`config.mk`:
```
export PLATFORM = sky130hd
export DESIGN_NAME = wave_gradient_pixel_generator_flat
export DESIGN_NICKNAME = d
export VERILOG_FILES = /design/src/hdl/wgpg_pkg.sv /design/src/hdl/wgpg_if.sv /design/src/hdl/wgpg_front.sv /design/src/hdl/wgpg_fifo.sv /design/src/hdl/wgpg_div.sv /design/src/hdl/wgpg_back.sv /design/src/hdl/wave_gradient_pixel_generator.sv /design/src/flat_wrapper.sv
export VERILOG_INCLUDE_DIRS = /design/src /design/src/hdl
export SDC_FILE = /design/constraint.sdc
export NUM_CORES = 2
export LEC_CHECK = 0
export BUFFER_PORTS_ARGS = -buffer_cell sky130_fd_sc_hd__clkbuf_2
export CAP_MARGIN = 30
export CORE_UTILIZATION = 25
export DETAILED_ROUTE_END_ITERATION = 6
export GPL_TIMING_DRIVEN = 0
export PLACE_DENSITY = 0.4
export SLEW_MARGIN = 5
export SYNTH_ARGS = -nofsm -noshare
export SYNTH_HDL_FRONTEND = slang
export SYNTH_SLANG_ARGS = --single-unit
```
`constraint.sdc`:
```
create_clock -name clk -period 95.5 [get_ports clk]
set_clock_uncertainty 0.2 [all_clocks]
set_input_delay 9.55 -clock clk [delete_from_list [all_inputs] [get_ports clk]]
set_output_delay 9.55 -clock clk [all_outputs]
set_load 0.02 [all_outputs]
```
`src/hdl/wave_gradient_pixel_generator_macros.svh`:
```
// Assertion macros shared by the wave gradient pixel generator.
`ifndef WAVE_GRADIENT_PIXEL_GENERATOR_MACROS_SVH
`define WAVE_GRADIENT_PIXEL_GENERATOR_MACROS_SVH
// The condition implies the expression in the same cycle.
`define WGPG_ASSERT_SAME(label, cond, expr) \
    label: assert property (@(posedge clk) disable iff (!rst_n) (cond) |-> (expr)) \
        else $error("wgpg: same-cycle check failed");
// The condition implies the expression in the next cycle.
`define WGPG_ASSERT_NEXT(label, cond, expr) \
    label: assert property (@(posedge clk) disable iff (!rst_n) (cond) |=> (expr)) \
        else $error("wgpg: next-cycle check failed");
`endif

```
`src/hdl/wgpg_pkg.sv`:
```
// Package with the types, constants and sine table of the wave gradient pixel generator.
package wgpg_pkg;

    localparam int MAX_SCREEN_SIDE = 4096;
    localparam int QUEUE_DEPTH     = 4;
    localparam int SIDE_REG_W      = 13;

    localparam logic [1:0] MODE_BG   = 2'd0;
    localparam logic [1:0] MODE_GRAD = 2'd1;
    localparam logic [1:0] MODE_WAVE = 2'd2;

    localparam logic [2:0] REG_MODE         = 3'd0;
    localparam logic [2:0] REG_COLOR_TOP    = 3'd1;
    localparam logic [2:0] REG_COLOR_BOTTOM = 3'd2;
    localparam logic [2:0] REG_PHASE_STEP   = 3'd3;
    localparam logic [2:0] REG_WIDTH        = 3'd4;
    localparam logic [2:0] REG_HEIGHT       = 3'd5;

    localparam logic [31:0] BG_COLOR      = 32'hFF0A0E1A;
    localparam logic [7:0]  ALPHA_OPAQUE  = 8'hFF;
    localparam logic [9:0]  DEG_FULL      = 10'd360;
    localparam logic [9:0]  DEG_HALF      = 10'd180;
    localparam logic [9:0]  DEG_QUARTER   = 10'd90;
    localparam logic [9:0]  DEG_3QUARTER  = 10'd270;
    localparam logic [11:0] DIV20_RECIP   = 12'd3277;
    localparam logic [8:0]  BLEND_ONE     = 9'd256;
    localparam logic [7:0]  RATIO_MAX     = 8'd255;

    typedef struct packed {
        logic [1:0]  mode;
        logic [23:0] color_top;
        logic [23:0] color_bottom;
        logic [8:0]  phase_step;
        logic [12:0] screen_width;
        logic [12:0] screen_height;
    } cfg_t;

    localparam cfg_t CFG_RESET = '{
        mode:          MODE_WAVE,
        color_top:     24'h0A0E1A,
        color_bottom:  24'h0066FF,
        phase_step:    9'd1,
        screen_width:  13'd1024,
        screen_height: 13'd768
    };

    typedef struct packed {
        logic [11:0] x;
        logic [11:0] y;
        logic [8:0]  phase;
        logic [1:0]  mode;
    } item_t;

    // Sine over the first quadrant in thousandths, one entry per degree.
    function automatic logic [9:0] quarter_sine(input logic [6:0] idx);
        logic [9:0] s;
        case (idx)
            7'd0: s = 10'd0;     7'd1: s = 10'd17;    7'd2: s = 10'd35;
            7'd3: s = 10'd52;    7'd4: s = 10'd70;    7'd5: s = 10'd87;
            7'd6: s = 10'd105;   7'd7: s = 10'd122;   7'd8: s = 10'd139;
            7'd9: s = 10'd156;   7'd10: s = 10'd174;  7'd11: s = 10'd191;
            7'd12: s = 10'd208;  7'd13: s = 10'd225;  7'd14: s = 10'd242;
            7'd15: s = 10'd259;  7'd16: s = 10'd276;  7'd17: s = 10'd292;
            7'd18: s = 10'd309;  7'd19: s = 10'd326;  7'd20: s = 10'd342;
            7'd21: s = 10'd358;  7'd22: s = 10'd375;  7'd23: s = 10'd391;
            7'd24: s = 10'd407;  7'd25: s = 10'd423;  7'd26: s = 10'd438;
            7'd27: s = 10'd454;  7'd28: s = 10'd469;  7'd29: s = 10'd485;
            7'd30: s = 10'd500;  7'd31: s = 10'd515;  7'd32: s = 10'd530;
            7'd33: s = 10'd545;  7'd34: s = 10'd559;  7'd35: s = 10'd574;
            7'd36: s = 10'd588;  7'd37: s = 10'd602;  7'd38: s = 10'd616;
            7'd39: s = 10'd629;  7'd40: s = 10'd643;  7'd41: s = 10'd656;
            7'd42: s = 10'd669;  7'd43: s = 10'd682;  7'd44: s = 10'd695;
            7'd45: s = 10'd707;  7'd46: s = 10'd719;  7'd47: s = 10'd731;
            7'd48: s = 10'd743;  7'd49: s = 10'd755;  7'd50: s = 10'd766;
            7'd51: s = 10'd777;  7'd52: s = 10'd788;  7'd53: s = 10'd799;
            7'd54: s = 10'd809;  7'd55: s = 10'd819;  7'd56: s = 10'd829;
            7'd57: s = 10'd839;  7'd58: s = 10'd848;  7'd59: s = 10'd857;
            7'd60: s = 10'd866;  7'd61: s = 10'd875;  7'd62: s = 10'd883;
            7'd63: s = 10'd891;  7'd64: s = 10'd899;  7'd65: s = 10'd906;
            7'd66: s = 10'd914;  7'd67: s = 10'd921;  7'd68: s = 10'd927;
            7'd69: s = 10'd934;  7'd70: s = 10'd940;  7'd71: s = 10'd946;
            7'd72: s = 10'd951;  7'd73: s = 10'd956;  7'd74: s = 10'd961;
            7'd75: s = 10'd966;  7'd76: s = 10'd970;  7'd77: s = 10'd974;
            7'd78: s = 10'd978;  7'd79: s = 10'd982;  7'd80: s = 10'd985;
            7'd81: s = 10'd988;  7'd82: s = 10'd990;  7'd83: s = 10'd993;
            7'd84: s = 10'd995;  7'd85: s = 10'd996;  7'd86: s = 10'd998;
            7'd87: s = 10'd999;  7'd88: s = 10'd999;  7'd89: s = 10'd1000;
            7'd90: s = 10'd1000;
            default: s = 10'd0;
        endcase
        return s;
    endfunction

endpackage

```
`src/hdl/wgpg_if.sv`:
```
// Valid/ready channel interfaces for pixels, colors and configuration writes.
interface wgpg_pixel_if;
    logic        valid;
    logic        ready;
    logic [11:0] pixel_x;
    logic [11:0] pixel_y;
    logic        frame_start;
    modport source (output valid, output pixel_x, output pixel_y, output frame_start,
                    input ready);
    modport sink (input valid, input pixel_x, input pixel_y, input frame_start,
                  output ready);
endinterface

interface wgpg_color_if;
    logic        valid;
    logic        ready;
    logic [31:0] pixel_color;
    modport source (output valid, output pixel_color, input ready);
    modport sink (input valid, input pixel_color, output ready);
endinterface

interface wgpg_cfg_if;
    logic        valid;
    logic        ready;
    logic [2:0]  index;
    logic [23:0] data;
    modport source (output valid, output index, output data, input ready);
    modport sink (input valid, input index, input data, output ready);
endinterface

```
`src/hdl/wgpg_front.sv`:
```
// Front end: configuration registers, wave phase and intake of pixel items.
module wgpg_front
(
    input  logic              clk,
    input  logic              rst_n,
    wgpg_pixel_if.sink        pixel,
    wgpg_cfg_if.sink          cfg,
    input  logic              q_full,
    output logic              q_push,
    output wgpg_pkg::item_t   q_item,
    output wgpg_pkg::cfg_t    cfg_regs,
    output logic [8:0]        wave_phase
);

    wgpg_pkg::cfg_t cfg_reg;
    wgpg_pkg::cfg_t cfg_next;
    logic [8:0]     phase_reg;
    logic [8:0]     phase_next;
    logic [9:0]     phase_sum;
    logic [8:0]     phase_adv;
    logic           accept;

    assign cfg.ready  = 1'b1;
    assign pixel.ready = !q_full;
    assign accept     = pixel.valid && pixel.ready;

    always_comb
    begin
        cfg_next = cfg_reg;
        if (cfg.valid)
        begin
            unique case (cfg.index)
                wgpg_pkg::REG_MODE:         cfg_next.mode = cfg.data[1:0];
                wgpg_pkg::REG_COLOR_TOP:    cfg_next.color_top = cfg.data;
                wgpg_pkg::REG_COLOR_BOTTOM: cfg_next.color_bottom = cfg.data;
                wgpg_pkg::REG_PHASE_STEP:   cfg_next.phase_step = cfg.data[8:0];
                wgpg_pkg::REG_WIDTH:        cfg_next.screen_width = cfg.data[12:0];
                wgpg_pkg::REG_HEIGHT:       cfg_next.screen_height = cfg.data[12:0];
                default:                    cfg_next = cfg_reg;
            endcase
        end
    end

    // The step may exceed a full turn, so the sum can need two wraps.
    always_comb
    begin
        phase_sum = {1'b0, phase_reg} + {1'b0, cfg_reg.phase_step};
        if (phase_sum >= (wgpg_pkg::DEG_FULL << 1))
            phase_adv = 9'(phase_sum - (wgpg_pkg::DEG_FULL << 1));
        else if (phase_sum >= wgpg_pkg::DEG_FULL)
            phase_adv = 9'(phase_sum - wgpg_pkg::DEG_FULL);
        else
            phase_adv = phase_sum[8:0];

        if (accept && pixel.frame_start && (cfg_reg.mode == wgpg_pkg::MODE_WAVE))
            phase_next = phase_adv;
        else
            phase_next = phase_reg;
    end

    always_ff @(posedge clk or negedge rst_n)
    begin
        if (!rst_n)
        begin
            cfg_reg   <= wgpg_pkg::CFG_RESET;
            phase_reg <= 9'd0;
        end
        else
        begin
            cfg_reg   <= cfg_next;
            phase_reg <= phase_next;
        end
    end

    assign q_push       = accept;
    assign q_item.x     = pixel.pixel_x;
    assign q_item.y     = pixel.pixel_y;
    assign q_item.phase = phase_next;
    assign q_item.mode  = cfg_reg.mode;
    assign cfg_regs     = cfg_reg;
    assign wave_phase   = phase_reg;

endmodule

```
`src/hdl/wgpg_fifo.sv`:
```
// Short queue of classified items between the front and back ends.
module wgpg_fifo
#(
    parameter int DEPTH = wgpg_pkg::QUEUE_DEPTH
)
(
    input  logic            clk,
    input  logic            rst_n,
    input  logic            push,
    input  wgpg_pkg::item_t push_item,
    input  logic            pop,
    output wgpg_pkg::item_t head_item,
    output logic            full,
    output logic            empty
);

    localparam int PTR_W = (DEPTH > 1) ? $clog2(DEPTH) : 1;
    localparam int CNT_W = $clog2(DEPTH + 1);

    wgpg_pkg::item_t  mem_reg [DEPTH];
    logic [PTR_W-1:0] wr_ptr_reg, wr_ptr_next;
    logic [PTR_W-1:0] rd_ptr_reg, rd_ptr_next;
    logic [CNT_W-1:0] count_reg, count_next;

    assign full      = (count_reg == CNT_W'(DEPTH));
    assign empty     = (count_reg == '0);
    assign head_item = mem_reg[rd_ptr_reg];

    always_comb
    begin
        wr_ptr_next = wr_ptr_reg;
        rd_ptr_next = rd_ptr_reg;
        count_next  = count_reg;
        if (push)
            wr_ptr_next = (wr_ptr_reg == PTR_W'(DEPTH - 1)) ? '0 : wr_ptr_reg + 1'b1;
        if (pop)
            rd_ptr_next = (rd_ptr_reg == PTR_W'(DEPTH - 1)) ? '0 : rd_ptr_reg + 1'b1;
        if (push && !pop)
            count_next = count_reg + 1'b1;
        else if (pop && !push)
            count_next = count_reg - 1'b1;
    end

    always_ff @(posedge clk or negedge rst_n)
    begin
        if (!rst_n)
        begin
            wr_ptr_reg <= '0;
            rd_ptr_reg <= '0;
            count_reg  <= '0;
        end
        else
        begin
            wr_ptr_reg <= wr_ptr_next;
            rd_ptr_reg <= rd_ptr_next;
            count_reg  <= count_next;
        end
    end

    always_ff @(posedge clk)
    begin
        if (push)
            mem_reg[wr_ptr_reg] <= push_item;
    end

endmodule

```
`src/hdl/wgpg_div.sv`:
```
// Pipelined restoring divider, one quotient bit per stage, with a sideband.
module wgpg_div
#(
    parameter int Q_W = 8,
    parameter int D_W = 13,
    parameter int P_W = 4
)
(
    input  logic           clk,
    input  logic           rst_n,
    input  logic           en,
    input  logic           in_valid,
    input  logic [D_W-1:0] in_rem,
    input  logic [Q_W-1:0] in_num,
    input  logic [P_W-1:0] in_side,
    input  logic [D_W-1:0] den,
    output logic           out_valid,
    output logic [Q_W-1:0] out_quo,
    output logic [D_W-1:0] out_rem,
    output logic [P_W-1:0] out_side
);

    // The incoming remainder must already be below the divisor.
    logic           v_reg    [Q_W];
    logic [D_W-1:0] rem_reg  [Q_W];
    logic [Q_W-1:0] num_reg  [Q_W];
    logic [Q_W-1:0] quo_reg  [Q_W];
    logic [P_W-1:0] side_reg [Q_W];

    logic           v_prev    [Q_W];
    logic [D_W-1:0] rem_prev  [Q_W];
    logic [Q_W-1:0] num_prev  [Q_W];
    logic [Q_W-1:0] quo_prev  [Q_W];
    logic [P_W-1:0] side_prev [Q_W];

    logic [D_W-1:0] rem_next  [Q_W];
    logic [Q_W-1:0] num_next  [Q_W];
    logic [Q_W-1:0] quo_next  [Q_W];

    always_comb
    begin
        logic [D_W:0] trial;
        logic         ge;
        for (int s = 0; s < Q_W; s++)
        begin
            if (s == 0)
            begin
                v_prev[s]    = in_valid;
                rem_prev[s]  = in_rem;
                num_prev[s]  = in_num;
                quo_prev[s]  = '0;
                side_prev[s] = in_side;
            end
            else
            begin
                v_prev[s]    = v_reg[s-1];
                rem_prev[s]  = rem_reg[s-1];
                num_prev[s]  = num_reg[s-1];
                quo_prev[s]  = quo_reg[s-1];
                side_prev[s] = side_reg[s-1];
            end
            trial = {rem_prev[s], num_prev[s][Q_W-1]};
            ge    = (trial >= {1'b0, den});
            rem_next[s] = ge ? D_W'(trial - {1'b0, den}) : trial[D_W-1:0];
            num_next[s] = {num_prev[s][Q_W-2:0], 1'b0};
            quo_next[s] = {quo_prev[s][Q_W-2:0], ge};
        end
    end

    always_ff @(posedge clk or negedge rst_n)
    begin
        if (!rst_n)
        begin
            for (int s = 0; s < Q_W; s++)
                v_reg[s] <= 1'b0;
        end
        else if (en)
        begin
            for (int s = 0; s < Q_W; s++)
                v_reg[s] <= v_prev[s];
        end
    end

    always_ff @(posedge clk)
    begin
        if (en)
        begin
            for (int s = 0; s < Q_W; s++)
            begin
                rem_reg[s]  <= rem_next[s];
                num_reg[s]  <= num_next[s];
                quo_reg[s]  <= quo_next[s];
                side_reg[s] <= side_prev[s];
            end
        end
    end

    assign out_valid = v_reg[Q_W-1];
    assign out_quo   = quo_reg[Q_W-1];
    assign out_rem   = rem_reg[Q_W-1];
    assign out_side  = side_reg[Q_W-1];

endmodule

```
`src/hdl/wgpg_back.sv`:
```
// Back end: wave angle, sine offset, blend ratio and color blend pipeline.
module wgpg_back
#(
    parameter int MAX_SCREEN_SIDE = wgpg_pkg::MAX_SCREEN_SIDE
)
(
    input  logic            clk,
    input  logic            rst_n,
    input  wgpg_pkg::cfg_t  cfg_regs,
    input  logic            q_empty,
    input  wgpg_pkg::item_t q_item,
    output logic            q_pop,
    wgpg_color_if.source    color
);

    localparam int SIDE_FULL_W = $clog2(MAX_SCREEN_SIDE + 1);
    localparam int SIDE_W = (SIDE_FULL_W < wgpg_pkg::SIDE_REG_W) ? SIDE_FULL_W
                                                                  : wgpg_pkg::SIDE_REG_W;
    localparam int N_W    = SIDE_W + 9;
    localparam int SIDE_A = 23;
    localparam int SIDE_C = 4;

    logic              en;
    logic [SIDE_W-1:0] width_c;
    logic [SIDE_W-1:0] height_c;

    assign en    = !color.valid || color.ready;
    assign q_pop = en && !q_empty;

    // Divisors are taken as at least one and at most the largest side.
    always_comb
    begin
        if (cfg_regs.screen_width == '0)
            width_c = SIDE_W'(1);
        else if (32'(cfg_regs.screen_width) > 32'(MAX_SCREEN_SIDE))
            width_c = SIDE_W'(MAX_SCREEN_SIDE);
        else
            width_c = cfg_regs.screen_width[SIDE_W-1:0];
        if (cfg_regs.screen_height == '0)
            height_c = SIDE_W'(1);
        else if (32'(cfg_regs.screen_height) > 32'(MAX_SCREEN_SIDE))
            height_c = SIDE_W'(MAX_SCREEN_SIDE);
        else
            height_c = cfg_regs.screen_height[SIDE_W-1:0];
    end

    // Column modulo width: the angle only needs the fraction x/width of a turn.
    logic              a_v;
    logic [SIDE_W-1:0] a_rem;
    logic [SIDE_A-1:0] a_side;

    wgpg_div #(.Q_W(12), .D_W(SIDE_W), .P_W(SIDE_A)) u_div_col
    (
        .clk       (clk),
        .rst_n     (rst_n),
        .en        (en),
        .in_valid  (q_pop),
        .in_rem    ('0),
        .in_num    (q_item.x),
        .in_side   ({q_item.y, q_item.phase, q_item.mode}),
        .den       (width_c),
        .out_valid (a_v),
        .out_quo   (),
        .out_rem   (a_rem),
        .out_side  (a_side)
    );

    logic              p1_v_reg;
    logic [N_W-1:0]    n_reg;
    logic [SIDE_A-1:0] p1_side_reg;

    always_ff @(posedge clk)
    begin
        if (en)
        begin
            n_reg       <= N_W'(a_rem) * N_W'(wgpg_pkg::DEG_FULL);
            p1_side_reg <= a_side;
        end
    end

    // Remainder times 360 over width is below 360, so nine quotient bits suffice.
    logic              b_v;
    logic [8:0]        b_quo;
    logic [SIDE_A-1:0] b_side;

    wgpg_div #(.Q_W(9), .D_W(SIDE_W), .P_W(SIDE_A)) u_div_ang
    (
        .clk       (clk),
        .rst_n     (rst_n),
        .en        (en),
        .in_valid  (p1_v_reg),
        .in_rem    (n_reg[N_W-1:9]),
        .in_num    (n_reg[8:0]),
        .in_side   (p1_side_reg),
        .den       (width_c),
        .out_valid (b_v),
        .out_quo   (b_quo),
        .out_rem   (),
        .out_side  (b_side)
    );

    logic       p2_v_reg;
    logic [8:0] ang_reg;
    logic [11:0] p2_y_reg;
    logic [1:0] p2_mode_reg;
    logic [9:0] ang_sum;

    assign ang_sum = {1'b0, b_quo} + {1'b0, b_side[10:2]};

    always_ff @(posedge clk)
    begin
        if (en)
        begin
            ang_reg     <= (ang_sum >= wgpg_pkg::DEG_FULL) ? 9'(ang_sum - wgpg_pkg::DEG_FULL)
                                                           : ang_sum[8:0];
            p2_y_reg    <= b_side[22:11];
            p2_mode_reg <= b_side[1:0];
        end
    end

    // Fold the angle onto the quarter-wave table.
    logic        p3_v_reg;
    logic [9:0]  mag_reg;
    logic        neg_reg;
    logic [11:0] p3_y_reg;
    logic [1:0]  p3_mode_reg;
    logic [9:0]  ang_w;
    logic [9:0]  fold_idx;
    logic        fold_neg;

    always_comb
    begin
        ang_w = {1'b0, ang_reg};
        if (ang_w <= wgpg_pkg::DEG_QUARTER)
        begin
            fold_idx = ang_w;
            fold_neg = 1'b0;
        end
        else if (ang_w <= wgpg_pkg::DEG_HALF)
        begin
            fold_idx = wgpg_pkg::DEG_HALF - ang_w;
            fold_neg = 1'b0;
        end
        else if (ang_w <= wgpg_pkg::DEG_3QUARTER)
        begin
            fold_idx = ang_w - wgpg_pkg::DEG_HALF;
            fold_neg = 1'b1;
        end
        else
        begin
            fold_idx = wgpg_pkg::DEG_FULL - ang_w;
            fold_neg = 1'b1;
        end
    end

    always_ff @(posedge clk)
    begin
        if (en)
        begin
            mag_reg     <= wgpg_pkg::quarter_sine(fold_idx[6:0]);
            neg_reg     <= fold_neg;
            p3_y_reg    <= p2_y_reg;
            p3_mode_reg <= p2_mode_reg;
        end
    end

    // Magnitude over 20 by reciprocal; exact for magnitudes up to 1000.
    logic        p4_v_reg;
    logic [13:0] adj_reg;
    logic [11:0] p4_y_reg;
    logic [1:0]  p4_mode_reg;
    logic [21:0] recip_prod;
    logic [5:0]  wave_mag;
    logic [13:0] y_ext;

    assign recip_prod = 22'(mag_reg) * 22'(wgpg_pkg::DIV20_RECIP);
    assign wave_mag   = recip_prod[21:16];
    assign y_ext      = {2'b00, p3_y_reg};

    always_ff @(posedge clk)
    begin
        if (en)
        begin
            adj_reg     <= neg_reg ? (y_ext - {8'd0, wave_mag}) : (y_ext + {8'd0, wave_mag});
            p4_y_reg    <= p3_y_reg;
            p4_mode_reg <= p3_mode_reg;
        end
    end

    // Pick the row, flag a negative row and saturation, then divide.
    logic              p5_v_reg;
    logic [SIDE_W-1:0] rem5_reg;
    logic              sat5_reg;
    logic              zero5_reg;
    logic [1:0]        p5_mode_reg;
    logic [12:0]       row_val;
    logic              row_neg;
    logic              row_sat;

    always_comb
    begin
        if (p4_mode_reg == wgpg_pkg::MODE_WAVE)
        begin
            row_val = adj_reg[12:0];
            row_neg = adj_reg[13];
        end
        else
        begin
            row_val = {1'b0, p4_y_reg};
            row_neg = 1'b0;
        end
        row_sat = (32'(row_val) >= 32'(height_c));
    end

    always_ff @(posedge clk)
    begin
        if (en)
        begin
            rem5_reg    <= (row_neg || row_sat) ? '0 : row_val[SIDE_W-1:0];
            sat5_reg    <= row_sat && !row_neg;
            zero5_reg   <= row_neg;
            p5_mode_reg <= p4_mode_reg;
        end
    end

    logic              c_v;
    logic [7:0]        c_quo;
    logic [SIDE_C-1:0] c_side;

    wgpg_div #(.Q_W(8), .D_W(SIDE_W), .P_W(SIDE_C)) u_div_ratio
    (
        .clk       (clk),
        .rst_n     (rst_n),
        .en        (en),
        .in_valid  (p5_v_reg),
        .in_rem    (rem5_reg),
        .in_num    ('0),
        .in_side   ({sat5_reg, zero5_reg, p5_mode_reg}),
        .den       (height_c),
        .out_valid (c_v),
        .out_quo   (c_quo),
        .out_rem   (),
        .out_side  (c_side)
    );

    // Blend the channels or use the background color; register the result for the output.
    logic        out_v_reg;
    logic [31:0] out_color_reg;
    logic [7:0]  ratio;
    logic [8:0]  inv;
    logic [31:0] color_next;

    always_comb
    begin
        logic [16:0] mix;
        if (c_side[2])
            ratio = 8'd0;
        else if (c_side[3])
            ratio = wgpg_pkg::RATIO_MAX;
        else
            ratio = c_quo;
        inv = wgpg_pkg::BLEND_ONE - {1'b0, ratio};
        color_next = {wgpg_pkg::ALPHA_OPAQUE, 24'd0};
        for (int ch = 0; ch < 3; ch++)
        begin
            mix = 17'(cfg_regs.color_top[ch*8 +: 8]) * 17'(inv)
                + 17'(cfg_regs.color_bottom[ch*8 +: 8]) * 17'(ratio);
            color_next[ch*8 +: 8] = mix[15:8];
        end
        if ((c_side[1:0] != wgpg_pkg::MODE_GRAD) && (c_side[1:0] != wgpg_pkg::MODE_WAVE))
            color_next = wgpg_pkg::BG_COLOR;
    end

    always_ff @(posedge clk)
    begin
        if (en)
            out_color_reg <= color_next;
    end

    always_ff @(posedge clk or negedge rst_n)
    begin
        if (!rst_n)
        begin
            p1_v_reg  <= 1'b0;
            p2_v_reg  <= 1'b0;
            p3_v_reg  <= 1'b0;
            p4_v_reg  <= 1'b0;
            p5_v_reg  <= 1'b0;
            out_v_reg <= 1'b0;
        end
        else if (en)
        begin
            p1_v_reg  <= a_v;
            p2_v_reg  <= b_v;
            p3_v_reg  <= p2_v_reg;
            p4_v_reg  <= p3_v_reg;
            p5_v_reg  <= p4_v_reg;
            out_v_reg <= c_v;
        end
    end

    assign color.valid       = out_v_reg;
    assign color.pixel_color = out_color_reg;

endmodule

```
`src/hdl/wave_gradient_pixel_generator.sv`:
```
// Throughput: one item per cycle unless the output stalls.
// The back-end pipeline carries 35 items at once.
// It holds three bit-per-stage dividers (12, 9 and 8 stages).
// The four-entry queue takes items until full while a stalled output holds the pipeline.
// Reset (rst_n, asynchronous, active low) restores the register defaults, zeroes
// the wave phase and empties the queue and pipeline; no clearing pass follows.
`include "wave_gradient_pixel_generator_macros.svh"

module wave_gradient_pixel_generator
#(
    parameter int MAX_SCREEN_SIDE = wgpg_pkg::MAX_SCREEN_SIDE,
    parameter int QUEUE_DEPTH     = wgpg_pkg::QUEUE_DEPTH
)
(
    input  logic         clk,
    input  logic         rst_n,
    wgpg_pixel_if.sink   pixel,
    wgpg_color_if.source color,
    wgpg_cfg_if.sink     cfg
);

    // The front end owns the configuration and the wave phase. It stamps each
    // item with the phase that applies to it (already advanced on a frame
    // start) and the mode, so the back end needs no feedback from it.
    wgpg_pkg::item_t q_item_in;
    wgpg_pkg::item_t q_item_out;
    wgpg_pkg::cfg_t  cfg_regs;
    logic            q_push;
    logic            q_pop;
    logic            q_full;
    logic            q_empty;
    logic [8:0]      wave_phase;

    wgpg_front u_front
    (
        .clk        (clk),
        .rst_n      (rst_n),
        .pixel      (pixel),
        .cfg        (cfg),
        .q_full     (q_full),
        .q_push     (q_push),
        .q_item     (q_item_in),
        .cfg_regs   (cfg_regs),
        .wave_phase (wave_phase)
    );

    // The queue decouples intake from the back end, which stalls as a whole
    // when the output item is not taken.
    wgpg_fifo #(.DEPTH(QUEUE_DEPTH)) u_fifo
    (
        .clk       (clk),
        .rst_n     (rst_n),
        .push      (q_push),
        .push_item (q_item_in),
        .pop       (q_pop),
        .head_item (q_item_out),
        .full      (q_full),
        .empty     (q_empty)
    );

    // The back end computes the wave angle from the column, the sine offset,
    // the blend ratio from the row, shifted in wave mode, and finally the blended color.
    wgpg_back #(.MAX_SCREEN_SIDE(MAX_SCREEN_SIDE)) u_back
    (
        .clk      (clk),
        .rst_n    (rst_n),
        .cfg_regs (cfg_regs),
        .q_empty  (q_empty),
        .q_item   (q_item_out),
        .q_pop    (q_pop),
        .color    (color)
    );

    // The phase stays a valid angle.
    `WGPG_ASSERT_SAME(a_phase_range, 1'b1, wave_phase < 9'd360)
    // Outside wave mode an accepted item never moves the phase.
    `WGPG_ASSERT_NEXT(a_phase_hold, pixel.valid && pixel.ready && cfg_regs.mode != wgpg_pkg::MODE_WAVE, $stable(wave_phase))
    // Every delivered color is opaque.
    `WGPG_ASSERT_SAME(a_alpha, color.valid, color.pixel_color[31:24] == wgpg_pkg::ALPHA_OPAQUE)

endmodule
```
`src/flat_wrapper.sv`:
```
// flat-port wrapper written by rule: the top's interface ports become plain ports
module wave_gradient_pixel_generator_flat 
#(
    parameter int MAX_SCREEN_SIDE = wgpg_pkg::MAX_SCREEN_SIDE,
    parameter int QUEUE_DEPTH     = wgpg_pkg::QUEUE_DEPTH
)
  (clk, rst_n, pixel_valid, pixel_pixel_x, pixel_pixel_y, pixel_frame_start, pixel_ready, color_valid, color_pixel_color, color_ready, cfg_valid, cfg_index, cfg_data, cfg_ready);
  wgpg_pixel_if pixel_i ();
  wgpg_color_if color_i ();
  wgpg_cfg_if cfg_i ();
  input  logic clk;
  input  logic rst_n;
  input wire logic [$bits(pixel_i.valid)-1:0] pixel_valid;
  input wire logic [$bits(pixel_i.pixel_x)-1:0] pixel_pixel_x;
  input wire logic [$bits(pixel_i.pixel_y)-1:0] pixel_pixel_y;
  input wire logic [$bits(pixel_i.frame_start)-1:0] pixel_frame_start;
  output wire logic [$bits(pixel_i.ready)-1:0] pixel_ready;
  output wire logic [$bits(color_i.valid)-1:0] color_valid;
  output wire logic [$bits(color_i.pixel_color)-1:0] color_pixel_color;
  input wire logic [$bits(color_i.ready)-1:0] color_ready;
  input wire logic [$bits(cfg_i.valid)-1:0] cfg_valid;
  input wire logic [$bits(cfg_i.index)-1:0] cfg_index;
  input wire logic [$bits(cfg_i.data)-1:0] cfg_data;
  output wire logic [$bits(cfg_i.ready)-1:0] cfg_ready;
  assign pixel_i.valid = pixel_valid;
  assign pixel_i.pixel_x = pixel_pixel_x;
  assign pixel_i.pixel_y = pixel_pixel_y;
  assign pixel_i.frame_start = pixel_frame_start;
  assign pixel_ready = pixel_i.ready;
  assign color_valid = color_i.valid;
  assign color_pixel_color = color_i.pixel_color;
  assign color_i.ready = color_ready;
  assign cfg_i.valid = cfg_valid;
  assign cfg_i.index = cfg_index;
  assign cfg_i.data = cfg_data;
  assign cfg_ready = cfg_i.ready;
  wave_gradient_pixel_generator #(.MAX_SCREEN_SIDE(MAX_SCREEN_SIDE), .QUEUE_DEPTH(QUEUE_DEPTH)) u_core (.clk(clk), .rst_n(rst_n), .pixel(pixel_i), .color(color_i), .cfg(cfg_i));
endmodule
```
==> impl_metrics.py <==
metrics = {
    "timing": {
        "slew_headroom_pct": 32.7,
        "rsz0062_at_grt": "false",
        "fmax_mhz": 78.7,
        "drv_slew": 0,
        "finalSetupViolations": 0,
        "hold_violations": 0,
        "worst_slew_pin_slew_ps": 1000,
        "period_needed_ps": 12700,
        "finalWorstSetupSlack_ps": 82800,
        "finalSetupTns_ps": 0,
        "period_share_pct": 13.3,
    },
    "cts": {
        "holdBufCountCts": 0,
        "cts.path.max_buffers": 4,
        "tritoncts": "built",
        "clk_pin_slew_ps": 60,
        "clk-insertion-delay-late_ps": 860,
        "post_cts_resized": 0,
        "cts_root_buffer": "clkbuf_16",
        "postCtsSetupBuffers": 0,
        "clkSinkCount": 1463,
        "htree_levels": 4,
        "numCtsBuffers": 181,
    },
    "synth": {
        "synth.yosys.seq_area_share_pct": 51.0,
        "ys_async_sr_fraction_pct": 9.30,
        "synthCells": 6608,
        "synth-edff-count": 1327,
        "netlist_area_sq_um": 84800,
        "synth_top_flop_cell": "edfxtp_1",
        "synth-warning-count": 0,
        "netlist-cell-type-count": 89,
        "ys_seq_elements": 1463,
        "avgSynthCellArea_sq_um": 12.8,
    },
    "detailed_routing": {
        "dr.pass1.iters": 5,
        "drt_iter0_markers": 2702,
        "wl_mm": 206,
        "drcViolationCount": 0,
        "antenna_left": 0,
        "avgRoutedWirePerCell_um": 17.7,
        "via_count": 50212,
        "vias_per_cell": 4.33,
    },
    "floorplanning": {
        "die_x_um": 585,
        "core_sq_um": 337000,
        "die-area_sq_um": 342000,
        "initial_core_util_pct": 25.2,
        "ios": 92,
        "fp-row-count": 213,
        "dieHeight_um": 585,
    },
    "final_layout": {
        "largest_reg_flops": 276,
        "drive_above_1_share_pct": 13.2,
        "fin_nets": 8091,
        "final_util_pct": 29.0,
        "final_cell_mix": "1,327 x edfxtp_1, 713 x ha_1, 679 x inv_1",
        "postLayoutCellArea_sq_um": 97900,
        "area_growth_pct": 15.4,
        "final_common_cell": "edfxtp_1",
    },
    "worst_setup_path": {
        "reg2reg_depth": 28,
        "crit_type": "input pin to register",
        "end_kind": "register",
        "reg2reg_from": "u_core.u_back.u_div_ratio.side_reg[1][14]$_DFFE_PP_",
        "r2r_end": "u_core.u_back.color.pixel_color[6]$_SDFFCE_PP0P_",
        "r2r_slack_ps": 85080,
        "critical_path.startpoint_type": "input pin",
        "crit_fanout": 64,
        "cp_data_required_time_ps": 95740,
        "arrival_ps": 12940,
    },
    "global_routing": {
        "grt_pass1_wl_mm": 317,
        "grt_usage_pct": 12.0,
        "antenna_found_initial": 22,
        "first_global_vias": 52407,
        "grt.overflow.total": 0,
        "grt_max_degree": 78,
    },
    "placement": {
        "dp_hpwl_mm": 151,
        "gp_congestion": 0.802,
        "dpl_worst_slack_ps": 81880,
        "port_buffers": 81,
        "placed_area_sq_um": 92200,
    },
    "job": {
        "drv_cap": 0,
    },
    "min_path": {
        "min_path_cells": 0,
        "worstHoldStart": "u_core.u_back.u_div_col.num_reg[0][20]$_DFFE_PP_",
        "min_path_type": "register to register",
        "hold_path_end": "u_core.u_back.u_div_col.num_reg[0][32]$_DFFE_PP_",
    },
    "outcome": {
        "status": "complete, no violations",
    },
}
==> worst max-delay path by stage <==
stage | slack [ps] | from | depth (start not counted) | end
2_1_floorplan | 48940 | color_ready | 4 | u_core.u_back.p1_v_reg$_DFFE_PN0P_
6_report | 82800 | color_ready | 10 | u_core.u_back.u_div_ratio.rem_reg[0][6]$_DFFE_PP_
3_5_place_dp | 81880 | color_ready | 10 | u_core.u_back.u_div_ratio.rem_reg[0][10]$_DFFE_PP_
3_3_place_gp | 32430 | color_ready | 5 | u_core.u_back.p5_v_reg$_DFFE_PN0P_
5_1_grt | 82480 | color_ready | 10 | u_core.u_back.rem5_reg[10]$_SDFFCE_PP0P_
4_1_cts | 82740 | color_ready | 10 | u_core.u_back.rem5_reg[11]$_SDFFCE_PP0P_
==> worst max-delay path: stages <==
cell and delay, ps:
clkbuf_2 70, nand2b_1 80, clkbuf_1 410, clkbuf_4 710, buf_16 340, buf_16 320, buf_16 320, buf_16 300
buf_16 300, buf_16 300
==> logic make-up after synthesis <==
group	after synthesis	synth area share [%]
AOI/OAI and AO/OA	907	6.93
xor gates and xnor gates	351	3.63
adders and majority gates	1090	19.4
buffers and inverters	836	3.80
DFF	1463	51.0
muxes	443	6.27
other	1	0.00442
and+or+nand+nor	1517	8.93
==> layer usage <==
| metal | part of all wire [%] | vias up | GRT usage (%) |
|---|---|---|---|
| li1 | - | 24334 | - |
| met1 | 47 | 24815 | 16.2 |
| met2 | 47 | 761 | 19.9 |
| met3 | 3.8 | 300 | 1.89 |
| met4 | 2.4 | 2 | 3.08 |
| met5 | 0.0063 | - | 0 |
==> cell usage after synthesis, types with 24 or more instances <==
cell type	number	area, sq um
nor2_1	342	1280
a31oi_1	36	225
o21bai_1	36	270
a21oi_1	243	1220
or3_1	45	282
clkbuf_1	96	360
and2_1	268	1680
or2_2	26	163
nand2_1	366	1370
mux2i_1	48	480
mux4_2	35	788
mux2_2	360	4050
nand2b_1	48	300
xor2_1	122	1070
xnor2_1	228	2000
o21ai_0	233	1170
buf_2	29	145
and3_1	24	150
edfxtp_1	1327	39800
nor3_1	143	716
ha_1	713	8920
o21a_1	79	593
dfrtp_1	111	2780
nand4_1	63	394
inv_1	680	2550
dfstp_2	25	657
a21o_1	68	510
fa_1	377	7550
nor4_1	26	163
nand3_1	48	240
nor2b_1	76	475
a21boi_0	25	188
==> cell type report <==
| cell class | instances | area, sq um |
|---|---|---|
| antenna | 10 | 25.0 |
| buffer | 155 | 676 |
| multi-input combinational | 4317 | 38400 |
| inverter | 681 | 2560 |
| sequential | 1463 | 43300 |
| tap | 4515 | 5650 |
| timing repair buffer | 145 | 1650 |
| fill | 34214 | 239000 |
| clock buffer | 232 | 4890 |
| clock inverter | 82 | 728 |
==> per-stage QoR <==
step	instances	hold slack, ps
after global routing	11593	187
final	11600	173
after floorplan	6616	200
after CTS	11586	167
after global placement	11212	201
after detailed placement	11272	205
Power is not shown: default switching activity piles up to over one toggle a cycle in this logic, so the estimate is an artifact.
